**config.mk**
```make
export PLATFORM = sky130hd
export DESIGN_NAME = luma_bucket_knob_slew_tuner_flat
export DESIGN_NICKNAME = d
export VERILOG_FILES = /design/src/rtl/lbkst_pkg.sv /design/src/rtl/lbkst_if.sv /design/src/rtl/luma_bucket_knob_slew_tuner.sv /design/src/flat_wrapper.sv
export VERILOG_INCLUDE_DIRS = /design/src /design/src/rtl
export SDC_FILE = /design/constraint.sdc
export NUM_CORES = 1
export LEC_CHECK = 0
export BUFFER_PORTS_ARGS = -buffer_cell sky130_fd_sc_hd__clkbuf_2
export CORE_ASPECT_RATIO = 1.25
export CORE_MARGIN = 10
export CORE_UTILIZATION = 30
export CTS_CLUSTER_SIZE = 8
export DETAILED_ROUTE_END_ITERATION = 12
export PLACE_DENSITY = 0.48
export SETUP_SLACK_MARGIN = 0.5
export SLEW_MARGIN = 20
export SYNTH_ARGS = -nofsm -noshare
export SYNTH_HDL_FRONTEND = slang
export SYNTH_SLANG_ARGS = --single-unit
```
**constraint.sdc**
```tcl
create_clock -name i_clk -period 29.4 [get_ports i_clk]
set_input_delay 2.94 -clock i_clk [delete_from_list [all_inputs] [get_ports i_clk]]
set_output_delay 2.94 -clock i_clk [all_outputs]
set_load 0.02 [all_outputs]
```
**src/rtl/luma_bucket_knob_slew_tuner_assert.svh**
```systemverilog
// ----------------------------------------------------------------------------
// Assertion macros for the luma bucket knob slew tuner
// Shared concurrent assertion forms, all clocked and reset-qualified.
// ----------------------------------------------------------------------------
`ifndef LUMA_BUCKET_KNOB_SLEW_TUNER_ASSERT_SVH
`define LUMA_BUCKET_KNOB_SLEW_TUNER_ASSERT_SVH

// The consequent must hold in the same cycle as the antecedent.
`define LBKST_ASSERT_NOW(label, clk, rst_n, ante, cons) \
    label: assert property (@(posedge clk) disable iff (!(rst_n)) (ante) |-> (cons)) \
        else $error("lbkst assertion failed");

// The consequent must hold in the cycle after the antecedent.
`define LBKST_ASSERT_NEXT(label, clk, rst_n, ante, cons) \
    label: assert property (@(posedge clk) disable iff (!(rst_n)) (ante) |=> (cons)) \
        else $error("lbkst assertion failed");

`endif

```
**src/rtl/lbkst_pkg.sv**
```systemverilog
// ----------------------------------------------------------------------------
// lbkst_pkg
// Types, codes and constant tables of the luma bucket knob slew tuner.
// ----------------------------------------------------------------------------
`timescale 1ns / 1ps
`default_nettype none

package lbkst_pkg;

    localparam int LEVEL_W    = 7;
    localparam int BUCKET_W   = 3;
    localparam int NUM_BUCKET = 5;
    localparam int NUM_EDGE   = 4;
    localparam int NUM_KNOB   = 3;
    localparam int CFG_IDX_W  = 2;

    localparam int SLEW_STEP_MAX = 5;
    localparam int HYSTERESIS    = 6;
    localparam int CENTER        = 50;
    localparam int LEVEL_MAX     = 100;

    typedef logic [LEVEL_W-1:0]   t_level;
    typedef logic [BUCKET_W-1:0]  t_bucket;
    typedef logic [7:0]           t_luma;
    typedef logic [1:0]           t_aggr;
    typedef logic [CFG_IDX_W-1:0] t_cfg_idx;

    // Aggressiveness codes; the spare code scales by one and a half like boost.
    localparam t_aggr AGGR_HALF  = 2'd0;
    localparam t_aggr AGGR_KEEP  = 2'd1;
    localparam t_aggr AGGR_BOOST = 2'd2;
    localparam t_aggr AGGR_SPARE = 2'd3;

    // Configuration register indexes.
    localparam t_cfg_idx CFG_AGGR           = 2'd0;
    localparam t_cfg_idx CFG_SEED_CONTRAST  = 2'd1;
    localparam t_cfg_idx CFG_SEED_SHARPNESS = 2'd2;
    localparam t_cfg_idx CFG_SEED_WDR       = 2'd3;

    // Knob order within a table row and within the level store.
    localparam int KNOB_CONTRAST  = 0;
    localparam int KNOB_SHARPNESS = 1;
    localparam int KNOB_WDR       = 2;

    localparam t_luma LUMA_EDGE [NUM_EDGE] = '{8'd30, 8'd80, 8'd180, 8'd220};

    localparam t_level KNOB_TABLE [NUM_BUCKET][NUM_KNOB] = '{
        '{7'd52, 7'd48, 7'd30},
        '{7'd51, 7'd50, 7'd35},
        '{7'd50, 7'd52, 7'd40},
        '{7'd49, 7'd54, 7'd45},
        '{7'd48, 7'd50, 7'd50}
    };

    typedef struct packed {
        logic  stats_valid;
        t_luma y_mean;
    } t_in_item;

    typedef struct packed {
        t_level  contrast_out;
        t_level  sharpness_out;
        t_level  wdr_out;
        t_bucket bucket_out;
        logic    contrast_write;
        logic    sharpness_write;
        logic    wdr_write;
    } t_out_item;

    typedef struct packed {
        t_cfg_idx reg_index;
        t_level   wdata;
    } t_cfg_wr;

endpackage

`default_nettype wire

```
**src/rtl/lbkst_if.sv**
```systemverilog
// ----------------------------------------------------------------------------
// lbkst interfaces
// Valid/ready channels for input items, result items and register writes.
// ----------------------------------------------------------------------------
`timescale 1ns / 1ps
`default_nettype none

interface lbkst_in_if;
    logic                valid;
    logic                ready;
    lbkst_pkg::t_in_item data;
    modport source (output valid, output data, input ready);
    modport sink   (input valid, input data, output ready);
endinterface

interface lbkst_out_if;
    logic                 valid;
    logic                 ready;
    lbkst_pkg::t_out_item data;
    modport source (output valid, output data, input ready);
    modport sink   (input valid, input data, output ready);
endinterface

interface lbkst_cfg_if;
    logic               valid;
    logic               ready;
    lbkst_pkg::t_cfg_wr data;
    modport source (output valid, output data, input ready);
    modport sink   (input valid, input data, output ready);
endinterface

`default_nettype wire

```
**src/rtl/luma_bucket_knob_slew_tuner.sv**
```systemverilog
// ----------------------------------------------------------------------------
// luma_bucket_knob_slew_tuner
// Picks a brightness bucket from mean luma and slews three image knobs.
// ----------------------------------------------------------------------------
// A user's view: every input transaction yields exactly one result
// transaction. The whole update is computed in the cycle the input is taken
// and lands in the result register, or in the skid register while an older
// result waits, and the block takes one transaction per cycle for as long
// as results are drained. Behind the result register sits a one-entry skid
// register, so a new input is still taken while one finished result waits;
// input ready falls only when both hold results. The configuration channel is
// always ready, and registers should only be written while no transaction is
// in flight. The first input transaction after reset loads the knob levels
// from the seed registers (saturated to 100) whether or not its statistics
// are valid.
`timescale 1ns / 1ps
`default_nettype none

module luma_bucket_knob_slew_tuner (
    input  wire        i_clk,
    input  wire        i_rst_n,
    lbkst_in_if.sink   i_in,
    lbkst_cfg_if.sink  i_cfg,
    lbkst_out_if.source o_out
);

`include "luma_bucket_knob_slew_tuner_assert.svh"

    // ------------------------------------------------------------------
    // Helper functions.
    // ------------------------------------------------------------------

    // Saturates a seed to the legal level range.
    function automatic lbkst_pkg::t_level sat_seed(input lbkst_pkg::t_level s);
        if (s > lbkst_pkg::t_level'(lbkst_pkg::LEVEL_MAX)) begin
            return lbkst_pkg::t_level'(lbkst_pkg::LEVEL_MAX);
        end
        return s;
    endfunction

    // Scales a target's offset from the centre, truncating toward zero, then
    // clamps the result to the level range.
    function automatic lbkst_pkg::t_level shape_target(input lbkst_pkg::t_level t,
                                                      input lbkst_pkg::t_aggr  aggr);
        logic signed [9:0] d;
        logic signed [9:0] v;
        d = $signed({3'b000, t}) - 10'sd50;
        case (aggr)
            lbkst_pkg::AGGR_HALF: d = d / 10'sd2;
            lbkst_pkg::AGGR_KEEP: d = d;
            default:              d = (d + (d <<< 1)) / 10'sd2;
        endcase
        v = d + 10'(lbkst_pkg::CENTER);
        if (v < 10'sd0) begin
            v = 10'sd0;
        end else if (v > 10'(lbkst_pkg::LEVEL_MAX)) begin
            v = 10'(lbkst_pkg::LEVEL_MAX);
        end
        return v[lbkst_pkg::LEVEL_W-1:0];
    endfunction

    // Moves a level toward its target by no more than the step limit.
    function automatic lbkst_pkg::t_level slew(input lbkst_pkg::t_level cur,
                                              input lbkst_pkg::t_level tgt);
        logic signed [8:0] d;
        d = $signed({2'b00, tgt}) - $signed({2'b00, cur});
        if (d > 9'(lbkst_pkg::SLEW_STEP_MAX)) begin
            return cur + lbkst_pkg::t_level'(lbkst_pkg::SLEW_STEP_MAX);
        end else if (d < -9'(lbkst_pkg::SLEW_STEP_MAX)) begin
            return cur - lbkst_pkg::t_level'(lbkst_pkg::SLEW_STEP_MAX);
        end
        return tgt;
    endfunction

    // Bucket from the thresholds alone.
    function automatic lbkst_pkg::t_bucket plain_bucket(input lbkst_pkg::t_luma y);
        if (y < lbkst_pkg::LUMA_EDGE[0]) begin
            return 3'd0;
        end else if (y < lbkst_pkg::LUMA_EDGE[1]) begin
            return 3'd1;
        end else if (y < lbkst_pkg::LUMA_EDGE[2]) begin
            return 3'd2;
        end else if (y < lbkst_pkg::LUMA_EDGE[3]) begin
            return 3'd3;
        end
        return 3'd4;
    endfunction

    // ------------------------------------------------------------------
    // Configuration registers. Every write is taken at once.
    // ------------------------------------------------------------------
    lbkst_pkg::t_aggr  r_aggr;
    lbkst_pkg::t_level r_seed [lbkst_pkg::NUM_KNOB];

    wire cfg_fire = i_cfg.valid && i_cfg.ready;

    assign i_cfg.ready = 1'b1;

    always_ff @(posedge i_clk) begin
        if (!i_rst_n) begin
            r_aggr    <= lbkst_pkg::AGGR_KEEP;
            r_seed[0] <= lbkst_pkg::t_level'(lbkst_pkg::CENTER);
            r_seed[1] <= lbkst_pkg::t_level'(lbkst_pkg::CENTER);
            r_seed[2] <= lbkst_pkg::t_level'(lbkst_pkg::CENTER);
        end else if (cfg_fire) begin
            unique case (i_cfg.data.reg_index)
                lbkst_pkg::CFG_AGGR:
                    r_aggr <= i_cfg.data.wdata[1:0];
                lbkst_pkg::CFG_SEED_CONTRAST:
                    r_seed[lbkst_pkg::KNOB_CONTRAST] <= i_cfg.data.wdata;
                lbkst_pkg::CFG_SEED_SHARPNESS:
                    r_seed[lbkst_pkg::KNOB_SHARPNESS] <= i_cfg.data.wdata;
                lbkst_pkg::CFG_SEED_WDR:
                    r_seed[lbkst_pkg::KNOB_WDR] <= i_cfg.data.wdata;
                default: ;
            endcase
        end
    end

    // ------------------------------------------------------------------
    // Tuner state and the single-pass update.
    // ------------------------------------------------------------------
    lbkst_pkg::t_bucket   r_bucket;
    logic                 r_bucket_known;
    logic                 r_started;
    lbkst_pkg::t_level    r_level [lbkst_pkg::NUM_KNOB];

    lbkst_pkg::t_level    cur     [lbkst_pkg::NUM_KNOB];
    lbkst_pkg::t_level    n_level [lbkst_pkg::NUM_KNOB];
    logic                 knob_wr [lbkst_pkg::NUM_KNOB];
    lbkst_pkg::t_bucket   plain;
    lbkst_pkg::t_bucket   chosen;
    lbkst_pkg::t_bucket   n_bucket;
    lbkst_pkg::t_level    tgt;
    lbkst_pkg::t_level    nv;
    lbkst_pkg::t_out_item new_item;

    logic r_out_valid;
    logic r_skid_valid;
    lbkst_pkg::t_out_item r_out;
    lbkst_pkg::t_out_item r_skid;

    wire in_fire  = i_in.valid && i_in.ready;
    wire out_take = r_out_valid && o_out.ready;

    // With two result slots, input is refused only while the skid slot is full.
    assign i_in.ready = !r_skid_valid;

    always_comb begin
        // Levels in force for this transaction: seeds on the very first one.
        for (int k = 0; k < lbkst_pkg::NUM_KNOB; k++) begin
            cur[k] = r_started ? r_level[k] : sat_seed(r_seed[k]);
        end

        // Hysteresis: leaving the current bucket needs the luma to clear the
        // boundary by the hysteresis margin, in either direction.
        plain  = plain_bucket(i_in.data.y_mean);
        chosen = plain;
        if (r_bucket_known && plain != r_bucket) begin
            if (plain > r_bucket) begin
                if ({1'b0, i_in.data.y_mean} <
                    {1'b0, lbkst_pkg::LUMA_EDGE[r_bucket[1:0]]}
                        + 9'(lbkst_pkg::HYSTERESIS)) begin
                    chosen = r_bucket;
                end
            end else begin
                if ({1'b0, i_in.data.y_mean} + 9'(lbkst_pkg::HYSTERESIS) >
                    {1'b0, lbkst_pkg::LUMA_EDGE[plain[1:0]]}) begin
                    chosen = r_bucket;
                end
            end
        end

        n_bucket = i_in.data.stats_valid ? chosen : r_bucket;

        tgt = '0;
        nv  = '0;
        for (int k = 0; k < lbkst_pkg::NUM_KNOB; k++) begin
            tgt = shape_target(lbkst_pkg::KNOB_TABLE[chosen][k], r_aggr);
            nv  = slew(cur[k], tgt);
            if (i_in.data.stats_valid) begin
                n_level[k] = nv;
                knob_wr[k] = (nv != cur[k]);
            end else begin
                n_level[k] = cur[k];
                knob_wr[k] = 1'b0;
            end
        end

        new_item.contrast_out    = n_level[lbkst_pkg::KNOB_CONTRAST];
        new_item.sharpness_out   = n_level[lbkst_pkg::KNOB_SHARPNESS];
        new_item.wdr_out         = n_level[lbkst_pkg::KNOB_WDR];
        new_item.bucket_out      = n_bucket;
        new_item.contrast_write  = knob_wr[lbkst_pkg::KNOB_CONTRAST];
        new_item.sharpness_write = knob_wr[lbkst_pkg::KNOB_SHARPNESS];
        new_item.wdr_write       = knob_wr[lbkst_pkg::KNOB_WDR];
    end

    always_ff @(posedge i_clk) begin
        if (!i_rst_n) begin
            r_bucket       <= '0;
            r_bucket_known <= 1'b0;
            r_started      <= 1'b0;
            for (int k = 0; k < lbkst_pkg::NUM_KNOB; k++) begin
                r_level[k] <= lbkst_pkg::t_level'(lbkst_pkg::CENTER);
            end
        end else if (in_fire) begin
            r_started <= 1'b1;
            r_bucket  <= n_bucket;
            if (i_in.data.stats_valid) begin
                r_bucket_known <= 1'b1;
            end
            for (int k = 0; k < lbkst_pkg::NUM_KNOB; k++) begin
                r_level[k] <= n_level[k];
            end
        end
    end

    // ------------------------------------------------------------------
    // Result register with a skid register behind it.
    // ------------------------------------------------------------------
    always_ff @(posedge i_clk) begin
        if (!i_rst_n) begin
            r_out_valid  <= 1'b0;
            r_skid_valid <= 1'b0;
        end else if (!r_out_valid || out_take) begin
            if (r_skid_valid) begin
                r_out_valid  <= 1'b1;
                r_skid_valid <= 1'b0;
            end else begin
                r_out_valid  <= in_fire;
            end
        end else if (in_fire) begin
            r_skid_valid <= 1'b1;
        end
    end

    always_ff @(posedge i_clk) begin
        if (!r_out_valid || out_take) begin
            if (r_skid_valid) begin
                r_out <= r_skid;
            end else if (in_fire) begin
                r_out <= new_item;
            end
        end else if (in_fire) begin
            r_skid <= new_item;
        end
    end

    assign o_out.valid = r_out_valid;
    assign o_out.data  = r_out;

    // ------------------------------------------------------------------
    // Assertions.
    // ------------------------------------------------------------------
    `LBKST_ASSERT_NOW(a_skid_behind_out, i_clk, i_rst_n, r_skid_valid, r_out_valid)
    `LBKST_ASSERT_NOW(a_levels_in_range, i_clk, i_rst_n, 1'b1,
        r_level[0] <= 7'd100 && r_level[1] <= 7'd100 && r_level[2] <= 7'd100)
    `LBKST_ASSERT_NEXT(a_started_after_item, i_clk, i_rst_n, in_fire, r_started)
    `LBKST_ASSERT_NEXT(a_contrast_slew_bound, i_clk, i_rst_n, in_fire,
        r_level[0] <= $past(cur[0]) + lbkst_pkg::t_level'(lbkst_pkg::SLEW_STEP_MAX) && r_level[0] + lbkst_pkg::t_level'(lbkst_pkg::SLEW_STEP_MAX) >= $past(cur[0]))

endmodule

`default_nettype wire
```
**src/flat_wrapper.sv**
```systemverilog
// flat-port wrapper written by rule: the top's interface ports become plain ports
module luma_bucket_knob_slew_tuner_flat 
  (i_clk, i_rst_n, i_in_valid, i_in_data, i_in_ready, i_cfg_valid, i_cfg_data, i_cfg_ready, o_out_valid, o_out_data, o_out_ready);
  lbkst_in_if i_in_i ();
  lbkst_cfg_if i_cfg_i ();
  lbkst_out_if o_out_i ();
  input  wire i_clk;
  input  wire i_rst_n;
  input wire logic [$bits(i_in_i.valid)-1:0] i_in_valid;
  input wire logic [$bits(i_in_i.data)-1:0] i_in_data;
  output wire logic [$bits(i_in_i.ready)-1:0] i_in_ready;
  input wire logic [$bits(i_cfg_i.valid)-1:0] i_cfg_valid;
  input wire logic [$bits(i_cfg_i.data)-1:0] i_cfg_data;
  output wire logic [$bits(i_cfg_i.ready)-1:0] i_cfg_ready;
  output wire logic [$bits(o_out_i.valid)-1:0] o_out_valid;
  output wire logic [$bits(o_out_i.data)-1:0] o_out_data;
  input wire logic [$bits(o_out_i.ready)-1:0] o_out_ready;
  assign i_in_i.valid = i_in_valid;
  assign i_in_i.data = i_in_data;
  assign i_in_ready = i_in_i.ready;
  assign i_cfg_i.valid = i_cfg_valid;
  assign i_cfg_i.data = i_cfg_data;
  assign i_cfg_ready = i_cfg_i.ready;
  assign o_out_valid = o_out_i.valid;
  assign o_out_data = o_out_i.data;
  assign o_out_i.ready = o_out_ready;
  luma_bucket_knob_slew_tuner u_core (.i_clk(i_clk), .i_rst_n(i_rst_n), .i_in(i_in_i), .i_cfg(i_cfg_i), .o_out(o_out_i));
endmodule
```
==> flow_summary_export.csv <==
group,metric,value,unit
grt,overflow,0,
timing,slew_headroom,27.53,%
placement,io_buffer_count,51,
clock_network,clkLatencyLatePin,0.34,ns
layout,fin_cells,1537,
logic_synthesis,synth_top_family_by_area,"compound AO/OA/AOI/OAI gates",
logic_synthesis,avgSynthCellArea,8.817,um^2
floorplan,rows,73,
timing,finalSetupViolCount,0,
worst_setup_path,cp_slowest_cell,"a221oi_1",
timing,fmax,66.35,MHz
worst_setup_path,crit_path_start_kind,"input pin",
power,ir_worst_vdd,0.05142,mV
worst_setup_path,crit_type,"input pin to flip-flop",
detailed_routing,drt-total-wl,25700,um
logic_synthesis,synthDistinctLibCells,95,
logic_synthesis,synth_top_area_share,30.00,%
placement,gp_congestion,0.8637,
timing,finClkSkew,0.01085,ns
layout,final_nets,1235,
timing,worst_pin_slew,1.087,ns
detailed_routing,ant_nets,0,
detailed_routing,drt-met1-wl,11890,um
logic_synthesis,synth-simple-area-share,16.90,%
clock_network,clock_path_buffers,2,
timing,fin_setup_tns,0,ns
clock_network,clock_sinks,105,
power,powerDensity,90.30,nW/um^2
clock_network,postCtsResizedCells,0,
timing,setup_slack,14.33,ns
logic_synthesis,synthXorXnorAreaFrac,6.562,%
floorplan,chipHeight,220.1,um
floorplan,core_area,31690,um^2
clock_network,post_cts_buffers,0,
timing,hold_ws,0.5288,ns
layout,drive_above_1_share,11.73,%
logic_synthesis,synth_cells,1090,
logic_synthesis,synth_top_area_cell,"edfxtp_1",
detailed_routing,via_per_inst,5.173,
logic_synthesis,synth-main-ff-cell,"edfxtp_1",
logic_synthesis,synth_seq_cells,105,
clock_network,root_buffer,"clkbuf_16",
detailed_routing,wire_per_inst,16.72,um
placement,placed_cells,1521,
worst_setup_path,critPathArrivalTime,15.15,ns
grt,grt_pass1_wl,41630,um
timing,hold_viol,0,
floorplan,pin_count,53,
layout,fillers,3286,
grt,grt_pass1_vias,7846,
logic_synthesis,synthAdderAreaFrac,12.45,%
job,cap_viol_max_count,0,
logic_synthesis,synth_edf_count,96,
placement,placed_cell_area,10270,um^2
status,status,"finished clean",
worst_setup_path,cpPeakStageDelay,0.67,ns
logic_synthesis,netlist_top_cells_count,"nand2_1, inv_1, edfxtp_1",
detailed_routing,detail_route.drc_violations,0,
layout,antennaDiodeCount,0,
detailed_routing,wl_met2,12600,um
layout,syn2layout_area_growth,10.27,%
logic_synthesis,ys_top_cells_by_area,"edfxtp_1, ha_1, nand2_1, xnor2_1, inv_1",
clock_network,cts_tree,"built",
detailed_routing,maxUsedRoutingLayer,"met4",
grt,grt.total_usage,12.67,%
clock_network,clkTransAtPathRegs,0.07,ns
timing,rsz0062_at_grt,"false",
logic_synthesis,synth_seq_area_share,31.87,%
power,p_leak,4.314,nW
grt,antenna_found_initial,0,
logic_synthesis,yosys-mux-area-fraction,4.244,%
worst_hold_path,min_path_type,"flip-flop to flip-flop",
layout,final_area,10600,um^2
worst_setup_path,crit_fanout,13,
timing,period_needed,15.07,ns
placement,post-dp-hpwl,20580,um
grt,grt_max_degree,50,
clock_network,numCtsBuffers,9,
floorplan,start_util,30.32,%
timing,min_period_over_period,51.27,%
logic_synthesis,syn_area,9610,um^2
logic_synthesis,yosysMostFrequentCell,"nand2_1",
detailed_routing,firstDrtPassIters,5,
logic_synthesis,yosysWarnings,0,
clock_network,cts_max_level,3,
timing,drv_slew,0,
worst_setup_path,crit_path_end_kind,"flip-flop",
detailed_routing,dr_total_vias,7951,
detailed_routing,routed-wl-met3,795,um
placement,dp_slack,14.03,ns
floorplan,fp.dieW,180.1,um
worst_setup_path,crit_required,29.48,ns
detailed_routing,drt_iter0_drc,453,
floorplan,die_area,39640,um^2
logic_synthesis,synth-compound-area-share,22.16,%
logic_synthesis,synthesis.nets,1205,
logic_synthesis,async_flop_share,0,%
clock_network,cts.hold.buffers_added,0,
worst_setup_path,crit_top_cell,"ha_1",
-- stage by stage --
stage	utilization, %	power [mW]
3_3_place_gp	32.40	0.8228
2_1_floorplan	-	0.6926
3_5_place_dp	32.40	0.8254
6_report	33.44	0.9569
5_1_grt	33.44	1.047
4_1_cts	33.44	0.9635
-- final timing paths --
kind / start / end / slack (ns) / cells after the start
max: i_in_data[4] / u_core.o_out.data[0]$_DFFE_PP_ / 14.33 / 50
min: u_core.r_skid[4]$_DFFE_PP_ / u_core.o_out.data[4]$_DFFE_PP_ / 0.53 / 2
max reg2reg: u_core.r_bucket[1]$_SDFFE_PN0P_ / u_core.o_out.data[0]$_DFFE_PP_ / 16.90 / 47
min reg2reg: u_core.r_skid[4]$_DFFE_PP_ / u_core.o_out.data[4]$_DFFE_PP_ / 0.53 / 2
-- metal layers --
metal | vias up | GRT usage, %
met3 | 21 | 1.263
met1 | 3764 | 15.70
met2 | 141 | 23.02
li1 | 4025 | -
met5 | - | 0
met4 | 0 | 3.367
-- logic make-up after synthesis --
kind of cell	count (synthesis)
other	1
adders and majority gates	92
muxes	37
DFF	105
xor gates and xnor gates	72
AOI/OAI and AO/OA	307
buffers and inverters	141
and+or+nand+nor	335
-- worst max-delay path, delay by kind of cell --
family / cells / cell delay, ns
buffers and inverters: 7 / 1.12
and+or+nand+nor: 13 / 2.86
xor gates and xnor gates: 1 / 0.18
adders and majority gates: 8 / 2.73
muxes: 2 / 0.60
AOI/OAI and AO/OA: 19 / 4.76
-- power breakdown --
| part | switching, mW | total (mW) | internal (mW) |
|---|---|---|---|
| Clock | 0.0539 | 0.134 | 0.0796 |
| Combinational | 0.369 | 0.614 | 0.245 |
| Sequential | 0.00872 | 0.209 | 0.201 |
-- cell usage in the layout, fill, tap and decap left out, types with 5 or more instances in the layout --
cell / Yosys / routed
nand2_1: 119 / 119
inv_1: 98 / 98
edfxtp_1: 96 / 96
ha_1: 86 / 86
nor2_1: 74 / 73
o21ai_0: 66 / 66
a21oi_1: 64 / 64
clkbuf_2: 1 / 51
xnor2_1: 46 / 46
nand3_1: 29 / 29
xor2_1: 26 / 26
a21o_1: 21 / 21
mux2_2: 20 / 20
and2_1: 17 / 17
mux2i_1: 16 / 16
nor3_1: 16 / 16
a31oi_1: 13 / 13
nand2b_1: 12 / 12
a211oi_1: 12 / 12
o21ai_1: 11 / 11
and3_1: 11 / 11
nor2b_1: 11 / 11
o211ai_1: 10 / 10
o21a_1: 9 / 9
o21bai_1: 9 / 9
clkbuf_16: 0 / 9
dfxtp_1: 9 / 9
buf_4: 1 / 8
a31o_2: 7 / 7
nand4_1: 6 / 6
o2111ai_1: 6 / 6
or3_1: 6 / 6
a22oi_1: 6 / 6
fa_1: 6 / 6
and4_1: 5 / 5
or4_1: 5 / 5
o31ai_1: 5 / 5
-- state kept, by name (all words and copies together), names as in the netlist --
name / flops
u_core.o_out.valid: 1
u_core.o_out.data: 27
u_core.r_seed: 21
u_core.r_bucket: 3
u_core.r_aggr: 2
u_core.r_skid: 27
u_core.r_level: 21
u_core.r_skid_valid: 1
u_core.r_started: 1
u_core.r_bucket_known: 1
-- final cells by class --
type | instances | area, um^2 | share of cell area (%)
multi-input cells | 844 | 5995 | 56.56
clock buffers | 12 | 256.5 | 2.420
inverters | 101 | 379.1 | 3.577
flip-flops and latches | 105 | 3063 | 28.90
repair buffers | 59 | 315.3 | 2.975
well taps | 412 | 515.5 | 4.864
clock inverters | 4 | 73.82 | 0.6966
No activity file was read; power rests on OpenSTA's default activity.
